**src/rtl/core/neighbor_table_next_hop_core_macros.svh**
```systemverilog
// ----------------------------------------------------------------------------
// Neighbor table core assertion macros
// Shared concurrent assertion forms, clocked on i_clk and quiet in reset.
// ----------------------------------------------------------------------------
`ifndef NEIGHBOR_TABLE_NEXT_HOP_CORE_MACROS_SVH
`define NEIGHBOR_TABLE_NEXT_HOP_CORE_MACROS_SVH

// Check that a condition implies another in the same cycle
`define NTHN_ASSERT_SAME(label, ante, cons) \
    label: assert property (@(posedge i_clk) disable iff (!i_rst_n) \
        (ante) |-> (cons)) else $error("neighbor table: same-cycle check failed");

// Check that a condition implies another in the next cycle
`define NTHN_ASSERT_NEXT(label, ante, cons) \
    label: assert property (@(posedge i_clk) disable iff (!i_rst_n) \
        (ante) |=> (cons)) else $error("neighbor table: next-cycle check failed");

`endif

```
**src/rtl/core/nthn_pkg.sv**
```systemverilog
// ----------------------------------------------------------------------------
// Neighbor table package
// Table geometry, register codes, item kinds and the channel payload types.
// ----------------------------------------------------------------------------
`default_nettype none

package nthn_pkg;

    // Table geometry
    localparam int TABLE_DEPTH = 32;
    localparam int IDX_W       = (TABLE_DEPTH > 1) ? $clog2(TABLE_DEPTH) : 1;
    localparam int CNT_W       = $clog2(TABLE_DEPTH + 1);
    localparam int ADDR_W      = 32;
    localparam int MAC_W       = 48;
    localparam int ENTRY_W     = MAC_W + ADDR_W;

    localparam logic [IDX_W-1:0] LAST_IDX = IDX_W'(TABLE_DEPTH - 1);

    // Configuration register indexes
    localparam int CFG_IDX_W = 2;
    localparam logic [CFG_IDX_W-1:0] CFG_OWN_ADDRESS     = CFG_IDX_W'(0);
    localparam logic [CFG_IDX_W-1:0] CFG_SUBNET_MASK     = CFG_IDX_W'(1);
    localparam logic [CFG_IDX_W-1:0] CFG_GATEWAY_ADDRESS = CFG_IDX_W'(2);

    // Item kinds
    localparam logic KIND_ADD    = 1'b0;
    localparam logic KIND_LOOKUP = 1'b1;

    typedef struct packed {
        logic              kind;
        logic [ADDR_W-1:0] host_address;
        logic [MAC_W-1:0]  host_mac;
    } t_in_item;

    typedef struct packed {
        logic             stored;
        logic             address_known;
        logic             hop_found;
        logic [MAC_W-1:0] hop_mac;
    } t_out_item;

    // Result handoff from the scan engine to the output register
    typedef struct packed {
        logic      valid;
        t_out_item item;
    } t_res_if;

endpackage

`default_nettype wire

```
**src/rtl/core/nthn_ram.sv**
```systemverilog
// ----------------------------------------------------------------------------
// Generic single-clock RAM
// One write port and one read port, read data registered.
// ----------------------------------------------------------------------------
`default_nettype none

module nthn_ram #(
    parameter int WIDTH = 8,
    parameter int DEPTH = 16
) (
    input  wire logic                                           i_clk,
    input  wire logic                                           i_we,
    input  wire logic [((DEPTH > 1) ? $clog2(DEPTH) : 1)-1:0]   i_waddr,
    input  wire logic [WIDTH-1:0]                               i_wdata,
    input  wire logic                                           i_re,
    input  wire logic [((DEPTH > 1) ? $clog2(DEPTH) : 1)-1:0]   i_raddr,
    output logic      [WIDTH-1:0]                               o_rdata
);

    logic [WIDTH-1:0] r_mem [DEPTH];
    logic [WIDTH-1:0] r_rdata;

    // Write port
    always_ff @(posedge i_clk) begin
        if (i_we) begin
            r_mem[i_waddr] <= i_wdata;
        end
    end

    // Registered read port
    always_ff @(posedge i_clk) begin
        if (i_re) begin
            r_rdata <= r_mem[i_raddr];
        end
    end

    assign o_rdata = r_rdata;

endmodule

`default_nettype wire

```
**src/rtl/core/nthn_cfg.sv**
```systemverilog
// ----------------------------------------------------------------------------
// Neighbor table configuration registers
// Holds own address, netmask and gateway; resolves an address to its next hop.
// ----------------------------------------------------------------------------
`default_nettype none

module nthn_cfg (
    input  wire logic                           i_clk,
    input  wire logic                           i_rst_n,
    input  wire logic                           i_cfg_valid,
    output logic                                o_cfg_ready,
    input  wire logic [nthn_pkg::CFG_IDX_W-1:0] i_cfg_index,
    input  wire logic [nthn_pkg::ADDR_W-1:0]    i_cfg_data,
    input  wire logic [nthn_pkg::ADDR_W-1:0]    i_address,
    output logic      [nthn_pkg::ADDR_W-1:0]    o_hop
);

    logic [nthn_pkg::ADDR_W-1:0] r_own;
    logic [nthn_pkg::ADDR_W-1:0] r_mask;
    logic [nthn_pkg::ADDR_W-1:0] r_gw;

    // Writes are always taken
    assign o_cfg_ready = 1'b1;

    // Register write decode; unknown indexes are dropped
    always_ff @(posedge i_clk) begin
        if (!i_rst_n) begin
            r_own  <= '0;
            r_mask <= '0;
            r_gw   <= '0;
        end else if (i_cfg_valid) begin
            unique case (i_cfg_index)
                nthn_pkg::CFG_OWN_ADDRESS:     r_own  <= i_cfg_data;
                nthn_pkg::CFG_SUBNET_MASK:     r_mask <= i_cfg_data;
                nthn_pkg::CFG_GATEWAY_ADDRESS: r_gw   <= i_cfg_data;
                default: begin
                end
            endcase
        end
    end

    // Route off-subnet addresses through the gateway
    assign o_hop = ((i_address & r_mask) != (r_own & r_mask)) ? r_gw : i_address;

endmodule

`default_nettype wire

```
**src/rtl/core/nthn_scan.sv**
```systemverilog
// ----------------------------------------------------------------------------
// Neighbor table scan engine
// Walks the table RAM one entry per cycle, then writes an added pair to the first free entry, if any.
// ----------------------------------------------------------------------------
`default_nettype none
`include "neighbor_table_next_hop_core_macros.svh"

module nthn_scan (
    input  wire logic                        i_clk,
    input  wire logic                        i_rst_n,
    input  wire logic                        i_in_valid,
    output logic                             o_in_stall,
    input  wire nthn_pkg::t_in_item          i_in,
    input  wire logic [nthn_pkg::ADDR_W-1:0] i_hop,
    output nthn_pkg::t_res_if                o_res,
    input  wire logic                        i_res_ready
);

    typedef enum logic [2:0] {
        S_IDLE = 3'b001,
        S_SCAN = 3'b010,
        S_FIN  = 3'b100
    } t_scan_state;

    t_scan_state r_state, n_state;

    nthn_pkg::t_in_item              r_item, n_item;
    logic [nthn_pkg::ADDR_W-1:0]     r_hop, n_hop;
    logic [nthn_pkg::CNT_W-1:0]      r_issue_cnt, n_issue_cnt;
    logic                            r_dv;
    logic [nthn_pkg::IDX_W-1:0]      r_dv_idx;
    logic [nthn_pkg::TABLE_DEPTH-1:0] r_entry_vld;
    logic                            r_known, n_known;
    logic                            r_hop_found, n_hop_found;
    logic [nthn_pkg::MAC_W-1:0]      r_hop_mac, n_hop_mac;
    logic                            r_free_found, n_free_found;
    logic [nthn_pkg::IDX_W-1:0]      r_free_idx, n_free_idx;

    logic                            in_xfer;
    logic                            rd_issue;
    logic [nthn_pkg::IDX_W-1:0]      rd_idx;
    logic [nthn_pkg::ENTRY_W-1:0]    rd_data;
    logic [nthn_pkg::ENTRY_W-1:0]    entry;
    logic [nthn_pkg::MAC_W-1:0]      ent_mac;
    logic [nthn_pkg::ADDR_W-1:0]     ent_addr;
    logic                            res_take;
    logic                            ram_we;
    logic                            is_add;

    // Take one item at a time
    assign in_xfer    = i_in_valid && (r_state == S_IDLE);
    assign o_in_stall = (r_state != S_IDLE);

    // Issue one read per cycle until every entry is requested
    assign rd_issue = (r_state == S_SCAN) &&
                      (r_issue_cnt != nthn_pkg::CNT_W'(nthn_pkg::TABLE_DEPTH));
    assign rd_idx   = r_issue_cnt[nthn_pkg::IDX_W-1:0];

    // Never-written entries read as zero
    assign entry    = r_entry_vld[r_dv_idx] ? rd_data : '0;
    assign ent_mac  = entry[nthn_pkg::ENTRY_W-1:nthn_pkg::ADDR_W];
    assign ent_addr = entry[nthn_pkg::ADDR_W-1:0];

    // Write back only once the scan is over, so reads never see a pending write
    assign is_add   = (r_item.kind == nthn_pkg::KIND_ADD);
    assign res_take = (r_state == S_FIN) && i_res_ready;
    assign ram_we   = res_take && is_add && r_free_found;

    nthn_ram #(
        .WIDTH (nthn_pkg::ENTRY_W),
        .DEPTH (nthn_pkg::TABLE_DEPTH)
    ) u_table (
        .i_clk   (i_clk),
        .i_we    (ram_we),
        .i_waddr (r_free_idx),
        .i_wdata ({r_item.host_mac, r_item.host_address}),
        .i_re    (rd_issue),
        .i_raddr (rd_idx),
        .o_rdata (rd_data)
    );

    // Sequencer and per-entry compare
    always_comb begin
        n_state      = r_state;
        n_item       = r_item;
        n_hop        = r_hop;
        n_issue_cnt  = r_issue_cnt;
        n_known      = r_known;
        n_hop_found  = r_hop_found;
        n_hop_mac    = r_hop_mac;
        n_free_found = r_free_found;
        n_free_idx   = r_free_idx;
        unique case (r_state)
            S_IDLE: begin
                if (in_xfer) begin
                    n_state      = S_SCAN;
                    n_item       = i_in;
                    n_hop        = i_hop;
                    n_issue_cnt  = '0;
                    n_known      = 1'b0;
                    n_hop_found  = 1'b0;
                    n_hop_mac    = '0;
                    n_free_found = 1'b0;
                    n_free_idx   = '0;
                end
            end
            S_SCAN: begin
                if (rd_issue) begin
                    n_issue_cnt = r_issue_cnt + nthn_pkg::CNT_W'(1);
                end
                if (r_dv) begin
                    if (ent_addr == r_item.host_address) begin
                        n_known = 1'b1;
                    end
                    if (!r_hop_found && (ent_addr == r_hop)) begin
                        n_hop_found = 1'b1;
                        n_hop_mac   = ent_mac;
                    end
                    if (!r_free_found && (ent_mac == '0)) begin
                        n_free_found = 1'b1;
                        n_free_idx   = r_dv_idx;
                    end
                    if (r_dv_idx == nthn_pkg::LAST_IDX) begin
                        n_state = S_FIN;
                    end
                end
            end
            S_FIN: begin
                if (i_res_ready) begin
                    n_state = S_IDLE;
                end
            end
            default: begin
                n_state = S_IDLE;
            end
        endcase
    end

    // Control state
    always_ff @(posedge i_clk) begin
        if (!i_rst_n) begin
            r_state     <= S_IDLE;
            r_dv        <= 1'b0;
            r_entry_vld <= '0;
        end else begin
            r_state <= n_state;
            r_dv    <= rd_issue;
            if (ram_we) begin
                r_entry_vld[r_free_idx] <= 1'b1;
            end
        end
    end

    // Item and scan payload
    always_ff @(posedge i_clk) begin
        r_item       <= n_item;
        r_hop        <= n_hop;
        r_issue_cnt  <= n_issue_cnt;
        r_dv_idx     <= rd_idx;
        r_known      <= n_known;
        r_hop_found  <= n_hop_found;
        r_hop_mac    <= n_hop_mac;
        r_free_found <= n_free_found;
        r_free_idx   <= n_free_idx;
    end

    // Present the result; fields of the other kind stay zero
    always_comb begin
        o_res.valid              = (r_state == S_FIN);
        o_res.item.stored        = is_add && r_free_found;
        o_res.item.address_known = !is_add && r_known;
        o_res.item.hop_found     = !is_add && r_hop_found;
        o_res.item.hop_mac       = (!is_add && r_hop_found) ? r_hop_mac : '0;
    end

    `NTHN_ASSERT_SAME(a_we_after_scan, ram_we, (r_state == S_FIN) && !rd_issue)
    `NTHN_ASSERT_SAME(a_res_after_all_reads,
        o_res.valid, r_issue_cnt == nthn_pkg::CNT_W'(nthn_pkg::TABLE_DEPTH))
    `NTHN_ASSERT_NEXT(a_written_entry_valid, ram_we, r_entry_vld[$past(r_free_idx)])
    `NTHN_ASSERT_SAME(a_data_only_in_scan, r_dv, r_state == S_SCAN)

endmodule

`default_nettype wire

```
**src/rtl/core/neighbor_table_next_hop_core.sv**
```systemverilog
// The block takes one item at a time: o_in_stall stays high from acceptance until
// its result is handed to the output register, as the table RAM's single read port
// scans every entry once per item.
// The output register lets the next item start while a result waits to be taken.
// Reset (synchronous, active low) clears the control registers and marks every entry empty
// at once; the block accepts items in the first cycle after reset.
// ----------------------------------------------------------------------------
// Neighbor table next-hop core
// Add IPv4/MAC pairs to a fixed table and resolve lookups to a next-hop MAC.
// ----------------------------------------------------------------------------
`default_nettype none

module neighbor_table_next_hop_core (
    input  wire logic                           i_clk,
    input  wire logic                           i_rst_n,
    input  wire logic                           i_cfg_valid,
    output logic                                o_cfg_ready,
    input  wire logic [nthn_pkg::CFG_IDX_W-1:0] i_cfg_index,
    input  wire logic [nthn_pkg::ADDR_W-1:0]    i_cfg_data,
    input  wire logic                           i_in_valid,
    output logic                                o_in_stall,
    input  wire nthn_pkg::t_in_item             i_in,
    output logic                                o_out_valid,
    input  wire logic                           i_out_stall,
    output nthn_pkg::t_out_item                 o_out
);

    logic [nthn_pkg::ADDR_W-1:0] hop;
    nthn_pkg::t_res_if           res;
    logic                        res_ready;
    logic                        r_out_valid;
    nthn_pkg::t_out_item         r_out;

    nthn_cfg u_cfg (
        .i_clk       (i_clk),
        .i_rst_n     (i_rst_n),
        .i_cfg_valid (i_cfg_valid),
        .o_cfg_ready (o_cfg_ready),
        .i_cfg_index (i_cfg_index),
        .i_cfg_data  (i_cfg_data),
        .i_address   (i_in.host_address),
        .o_hop       (hop)
    );

    nthn_scan u_scan (
        .i_clk       (i_clk),
        .i_rst_n     (i_rst_n),
        .i_in_valid  (i_in_valid),
        .o_in_stall  (o_in_stall),
        .i_in        (i_in),
        .i_hop       (hop),
        .o_res       (res),
        .i_res_ready (res_ready)
    );

    // Output slot is free when empty or being drained this cycle
    assign res_ready = !r_out_valid || !i_out_stall;

    // Hold the result until the downstream transfer completes
    always_ff @(posedge i_clk) begin
        if (!i_rst_n) begin
            r_out_valid <= 1'b0;
        end else if (res.valid && res_ready) begin
            r_out_valid <= 1'b1;
        end else if (!i_out_stall) begin
            r_out_valid <= 1'b0;
        end
    end

    always_ff @(posedge i_clk) begin
        if (res.valid && res_ready) begin
            r_out <= res.item;
        end
    end

    assign o_out_valid = r_out_valid;
    assign o_out       = r_out;

endmodule

`default_nettype wire

```
**config.mk**
```make
export PLATFORM = sky130hd
export DESIGN_NAME = neighbor_table_next_hop_core
export DESIGN_NICKNAME = d
export VERILOG_FILES = /design/src/rtl/core/nthn_pkg.sv /design/src/rtl/core/nthn_ram.sv /design/src/rtl/core/nthn_cfg.sv /design/src/rtl/core/nthn_scan.sv /design/src/rtl/core/neighbor_table_next_hop_core.sv
export VERILOG_INCLUDE_DIRS = /design/src /design/src/rtl/core
export SDC_FILE = /design/constraint.sdc
export NUM_CORES = 2
export LEC_CHECK = 0
export BUFFER_PORTS_ARGS = -buffer_cell sky130_fd_sc_hd__buf_2
export CAP_MARGIN = 5
export CORE_MARGIN = 2
export CORE_UTILIZATION = 30
export CTS_BUF_LIST = sky130_fd_sc_hd__clkbuf_4 sky130_fd_sc_hd__clkbuf_8 sky130_fd_sc_hd__clkbuf_16
export DETAILED_ROUTE_END_ITERATION = 8
export PLACE_DENSITY_LB_ADDON = 0.25
export SLEW_MARGIN = 20
export SYNTH_ARGS = -nofsm -noshare
export SYNTH_HDL_FRONTEND = slang
export SYNTH_HIERARCHICAL = 1
export SYNTH_SLANG_ARGS = --single-unit
```
**constraint.sdc**
```tcl
create_clock -name i_clk -period 14.7 [get_ports i_clk]
set_input_delay 1.47 -clock i_clk [delete_from_list [all_inputs] [get_ports i_clk]]
set_output_delay 1.47 -clock i_clk [all_outputs]
set_load 0.02 [all_outputs]
```
## Word-level counts from Yosys, hierarchy flattened

Memory sizes are Yosys's and may differ from the RTL's. A register that Yosys moved wholly into a read port is not among the register bits.
Cells that the tools add are included.

- Flip-flop bits (word level): 364
- Bits in writable memories: 2,560
- Bits of input ports: 120
- Output and inout port bits: 54
- Logic and storage cells: 115
- Memories: 1

- $add $sub $neg: 1
- $lt $le $gt $ge: 3
- Equal/unequal tests: 20
- Multiplexer cells: 36
- Bitwise logic cells: 4
- Reduce and logical (&&, ||, !) cells: 28

Memory list:

| name | depth | width | read ports | clocked after memory_dff | write ports | RTL line | source |
|---|---|---|---|---|---|---|---|
| u_scan.u_table.r_mem | 32 | 80 | 1 | 1 | 1 | nthn_ram.sv:20 | `logic [WIDTH-1:0] r_mem [DEPTH];` |

Operators with widths:

| operator | number |
|---|---|
| two-way mux 48 bit | 3 |
| case mux 48 bit (2 select lines) | 1 |
| two-way mux 80 bit | 1 |
| AND 32 bit | 2 |
| equality test 32 bit | 2 |
| logical NOT 48 bit | 1 |
| two-way mux 32 bit | 1 |
| inequality test 32 bit | 1 |
| OR 32 bit | 1 |
| AND reduction 4 bit | 4 |
| two-way mux 5 bit | 3 |
| two-way mux 1 bit | 13 |
| < comparator 5 x 6 -> 1 bit, second input constant | 2 |
| two-way mux 3 bit | 4 |
| two-way mux 6 bit | 2 |
| case mux 6 bit (2 select lines) | 1 |
| logical AND 1 bit | 11 |
| inequality test 2 x 1 -> 1 bit, second input constant | 5 |
| case mux 5 bit (2 select lines) | 1 |
| case mux 3 bit (3 select lines) | 1 |
| inequality test 2 bit, second input constant | 4 |
| AND reduction 2 bit | 4 |
| adder 6 x 1 -> 6 bit, second input constant | 1 |
| inequality test 6 bit, second input constant | 1 |
| 17 further kinds | 22 |

## Longest topological paths before layout

- Word-level depth: 8
- Gate-level depth with buffers: 11
- Depth with buffers taken out: 8

## By module

The synthesis kept the hierarchy.

By module, submodules not included:

| module | times used | cells each | area each (µm²) | seq. area each (µm²) |
|---|---|---|---|---|
| nthn_ram | 1 | 4,681 | 99,711.9 | 79,276.0 |
| nthn_scan | 1 | 739 | 9,302.7 | 6,075.8 |
| nthn_cfg | 1 | 511 | 4,380.5 | 1,921.8 |
| neighbor_table_next_hop_core | 1 | 56 | 1,572.8 | 1,551.5 |

## Least setup slack after synthesis

OpenSTA, ideal clock, no wires.

- Path type: input to register
- From: input i_out_stall
- To: memory u_scan/u_table/r_mem[12][0] (netlist name), enable pin
- Library setup time: 0.519 ns
- Data arrival time: 5.890 ns
- Required time: 14.181 ns
- Path slack: 8.291 ns
- Stages on the path: 6
- Path buffers: 2
- Cells stage by stage: nand2_1 -> and3_1 -> clkbuf_1 -> or3b_2 -> clkbuf_1 -> nor2_1

- Word-level cells in the longest chain between the ends: 7

RTL lines:

| item | RTL line | source |
|---|---|---|
| from (decl) | neighbor_table_next_hop_core.sv:24 | `input wire logic i_out_stall,` |
| logical NOT 1 bit | - |  |
| logical OR 1 bit | neighbor_table_next_hop_core.sv:57 | `assign res_ready = !r_out_valid \|\| !i_out_stall;` |
| logical AND 1 bit | nthn_scan.sv:66 | `assign res_take = (r_state == S_FIN) && i_res_ready;` |
| logical AND 1 bit (2 in a row) | nthn_scan.sv:67 | `assign ram_we = res_take && is_add && r_free_found;` |
| named net u_scan.ram_we | nthn_scan.sv:47 | `logic ram_we;` |
| two-way mux 1 bit | nthn_ram.sv:25 | `if (i_we) begin` |
| two-way mux 1 bit (implied by the code) | nthn_ram.sv:26 | `r_mem[i_waddr] <= i_wdata;` |
| to (decl) | nthn_ram.sv:20 |  |

The timed path passes the listed nets, and every way through them passes these cells.

## Worst setup path in the final report

- From: register u_scan/r_dv_idx[1] (netlist name)
- To: register u_scan/r_hop_mac[17] (netlist name), enable pin

- Word-level cells in the longest chain between the ends: 7

RTL lines:

| item | RTL line | source |
|---|---|---|
| from (decl) | nthn_scan.sv:31 | `logic [nthn_pkg::IDX_W-1:0] r_dv_idx;` |
| from (signal assigned) | nthn_scan.sv:159 | `r_dv_idx <= rd_idx;` |
| binary-select mux 1 bit (select 5 bit) | nthn_scan.sv:60 | `assign entry = r_entry_vld[r_dv_idx] ? rd_data : '0;` |
| two-way mux 1 bit (implied by the code) | nthn_scan.sv:60 |  |
| two-way mux 80 bit | nthn_scan.sv:60 |  |
| equality test 32 bit | nthn_scan.sv:115 | `if (!r_hop_found && (ent_addr == r_hop)) begin` |
| logical AND 1 bit | nthn_scan.sv:115 |  |
| inequality test 2 bit (no source line) | - |  |
| AND reduction 4 bit (no source line) | - |  |
| to (signal assigned) | nthn_scan.sv:162 | `r_hop_mac <= n_hop_mac;` |
| to (decl) | nthn_scan.sv:35 | `logic [nthn_pkg::MAC_W-1:0] r_hop_mac, n_hop_mac;` |

No other way between the ends. The select of a mux whose other input is x is not followed.
A chain may end at the register's enable or synchronous reset.

==> impl_metrics.csv <==
group,metric,value,unit
power_and_ir_drop,p_sw,4.216,mW
critical_path,start_kind,"register",
critical_path,rr_worst_depth,9,
detailed_routing,totalWireLength,335900,um
critical_path,r2r_end,"u_scan/r_hop_mac[17]",
critical_path,r2r_slack,9430,ps
clock_tree,clk_latency,920,ps
run,cap_violations,0,
detailed_routing,first_iter_violations,6192,
grt,busiest_layer,"met2",
timing,max_freq,0.1897,GHz
outcome,status,"finished, final reports clean",
timing,slew_violations,0,
clock_tree,cts_setup_buffers,0,
grt,antenna_found_initial,25,
synth,synth_edf_count,2866,
clock_tree,ctsResizeCount,0,
grt,grt_use_met1,23.13,%
power_and_ir_drop,leakage,42.97,nW
clock_tree,cts_max_level,5,
critical_path,crit_type,"reg2reg",
detailed_routing,via_per_inst,5.107,
layout,nets,6492,
clock_tree,holdBufCountCts,0,
critical_path,r2r_start,"u_scan/r_dv_idx[1]",
layout,drive_gt1_share,20.07,%
synth,synth_nets,6109,
place,dp_hpwl,195100,um
synth,synth_area,0.1150,mm2
grt,grt_pass1_wl,468500,um
critical_path,crit_fanout,48,
clock_tree,cts_tree,"built",
power_and_ir_drop,p_total,18.75,mW
critical_path,cp.required,15200,ps
detailed_routing,wl_per_cell,28.76,um
timing,tightest_slew,1172,ps
worst_hold_path,hold_class,"reg2reg",
grt,track_usage,16.80,%
die,die_area,0.3882,mm2
power_and_ir_drop,combPwrFrac,5.7,%
timing,skew,57.12,ps
timing,rsz0062_at_grt,"no",
timing,finalSetupViolations,0,
worst_hold_path,worstHoldEndpoint,"u_cfg/r_gw[8]",
die,core_area,0.3820,mm2
grt,grt_max_degree,150,
detailed_routing,final_antenna_net_count,0,
power_and_ir_drop,clkPwrFrac,43.2,%
detailed_routing,firstDrtPassIters,6,
clock_tree,root_buffer,"clkbuf_16",
synth,yosysSeqAreaShare,77.26,%
synth,syn_area_per_cell,19.20,um2
timing,fin_crit_sh,35.85,%
grt,grt_pass1_vias,60020,
power_and_ir_drop,p_seq_share,51.1,%
timing,setup_tns,0,ps
timing,finalHoldViolCount,0,
timing,slew_headroom,21.88,%
clock_tree,clk_pin_slew,60,ps
die,start_util,30.10,%
worst_hold_path,min_from,"u_cfg/r_gw[8]",
power_and_ir_drop,p_sw_share,22.49,%
synth,ys_ff_latch,3004,
clock_tree,cts_buffer_depth,4,
grt,grt-ovfl-total,0,
critical_path,crit_arrival,5770,ps
synth,yosys_warnings,6,
detailed_routing,num_vias,59660,
synth,syn_inst,5987,
synth,synth_cell_type_count,69,
place,place.gp.congestion,0.7878,
clock_tree,cts_buffers,325,
layout,layout_commonest_cell,"edfxtp_1",
place,io_buffers,172,
power_and_ir_drop,ir_drop,97.19,uV
die,die_h,623.1,um
detailed_routing,drc_errors,0,
die,io_pins,174,
grt,met3_usage,2.040,%
layout,final_cell_mix,"edfxtp_1, mux2i_1, a22oi_1",
power_and_ir_drop,power_density,140.3,mW/mm2
synth,async_flop_share,0,%
grt,met2_usage,28.14,%
synth,ys.flop_type,"edfxtp_1",
critical_path,endpoint_kind,"register",
die,num_rows,227,
power_and_ir_drop,power.internal,14.53,mW
clock_tree,cts_sinks,3004,
worst_hold_path,holdPathStages,2,
layout,syn_to_final_growth,16.18,%
timing,min_period,5270,ps
die,chipWidth,623.1,um
[final cells by class]
cell class,count,area [um2]
timing repair buffer,392,2895
fill,35520,248400
multi-input combinational,2615,24770
tap,5038,6304
inverter,32,125.1
antenna,10,25.02
sequential,3004,88830
clock inverter,196,1884
clock buffer,394,8738
[cell usage after synthesis, types with 16 or more instances]
| cell type | n | area [um2] |
|---|---|---|
| edfxtp_1 | 2866 | 86060 |
| mux2i_1 | 646 | 6466 |
| a22oi_1 | 444 | 3333 |
| mux4_2 | 325 | 7320 |
| nand2_1 | 227 | 852.1 |
| clkbuf_1 | 160 | 600.6 |
| nand3_1 | 160 | 800.8 |
| dfxtp_1 | 138 | 2763 |
| buf_2 | 111 | 555.5 |
| and3_1 | 106 | 663.1 |
| a21boi_0 | 101 | 758.2 |
| nor2_1 | 94 | 352.8 |
| nand4_1 | 59 | 369.1 |
| a31oi_1 | 58 | 362.9 |
| a22o_1 | 46 | 402.9 |
| nor2b_1 | 42 | 262.8 |
| xor2_1 | 36 | 315.3 |
| a21oi_1 | 32 | 160.2 |
| inv_1 | 32 | 120.1 |
| buf_4 | 30 | 225.2 |
| mux2_2 | 30 | 337.8 |
| nor3_1 | 26 | 130.1 |
| buf_6 | 22 | 247.7 |
| xnor2_1 | 16 | 140.1 |
[worst max-delay path: stages, from the launching register on]
cell and delay, ps:
dfxtp_1 600, mux4_2 560, a22o_1 290, a211oi_4 720
or2_1 840, nor2_1 140, o32ai_1 330, nand4_1 200
o21ai_4 350, buf_4 630
[worst max-delay path by stage]
| stage | from | end | slack, ps | cells after the start |
|---|---|---|---|---|
| 6_report | u_scan/r_dv_idx[1] | u_scan/r_hop_mac[17] | 9430 | 9 |
| 5_1_grt | u_scan/r_dv_idx[1] | u_scan/r_hop_mac[18] | 9210 | 9 |
| 4_1_cts | u_scan/r_dv_idx[1] | u_scan/r_hop_mac[18] | 9440 | 9 |
| 3_5_place_dp | i_out_stall | u_scan/u_table/r_mem[30][64] | 9010 | 7 |
| 3_3_place_gp | i_out_stall | u_scan/u_table/r_mem[30][64] | 9020 | 7 |
| 2_1_floorplan | i_out_stall | u_scan/u_table/r_mem[12][0] | 8290 | 6 |
[sequential cells by signal, indices dropped and copies added, names as in the netlist, 32 cells and up]
register,count
u_cfg/r_gw,32
u_cfg/r_mask,32
u_cfg/r_own,32
u_scan/u_table/o_rdata,80
u_scan/r_hop_mac,48
u_scan/u_table/r_mem,2560
u_scan/r_entry_vld,32
u_scan/r_item,81
o_out,51
u_scan/r_hop,32
[power groups by stage]
stage | Clock, mW | Combinational [mW] | Sequential, mW
floorplan | 0 | 0.623 | 9.75
global placement | 0 | 1.02 | 9.79
detailed placement | 0 | 1.04 | 9.79
CTS | 8.27 | 1.05 | 9.61
global route | 8.59 | 1.14 | 9.58
finish | 8.10 | 1.07 | 9.58
[through the flow]
step / cell area (um2) / util [%] / hold slack, ps / setup WS (ps) / std cells
finish: 133600 / 34.96 / 460.8 / 9430 / 11680
floorplan: 115000 / - / 423.3 / 8291 / 5987
detailed placement: 122500 / 32.08 / 453.2 / 9012 / 11060
global placement: 122300 / 32.02 / 448.5 / 9018 / 11050
CTS: 133200 / 34.86 / 464.2 / 9443 / 11650
global route: 133500 / 34.96 / 475.6 / 9205 / 11680
[per-layer routing]
layer	share of wire [%]	vias to the layer above
met2	49	1865
met1	44	32070
met3	5.3	438
met4	2.4	8
li1	-	25270
met5	0.015	-
[kinds of logic (layout without fill, tap and decap cells)]
logic type	count (synthesis)	in the layout	share of synthesized area [%]
fa+ha+maj	2	2	0.02176
other cells	1	11	0.003262
buf+inv	368	1014	1.574
simple gates	797	797	3.528
compound gates	759	759	4.902
mux	1004	1004	12.31
flops	3004	3004	77.26
xor+xnor	52	52	0.3961
Note: power is estimated with default switching activity, not from simulation.
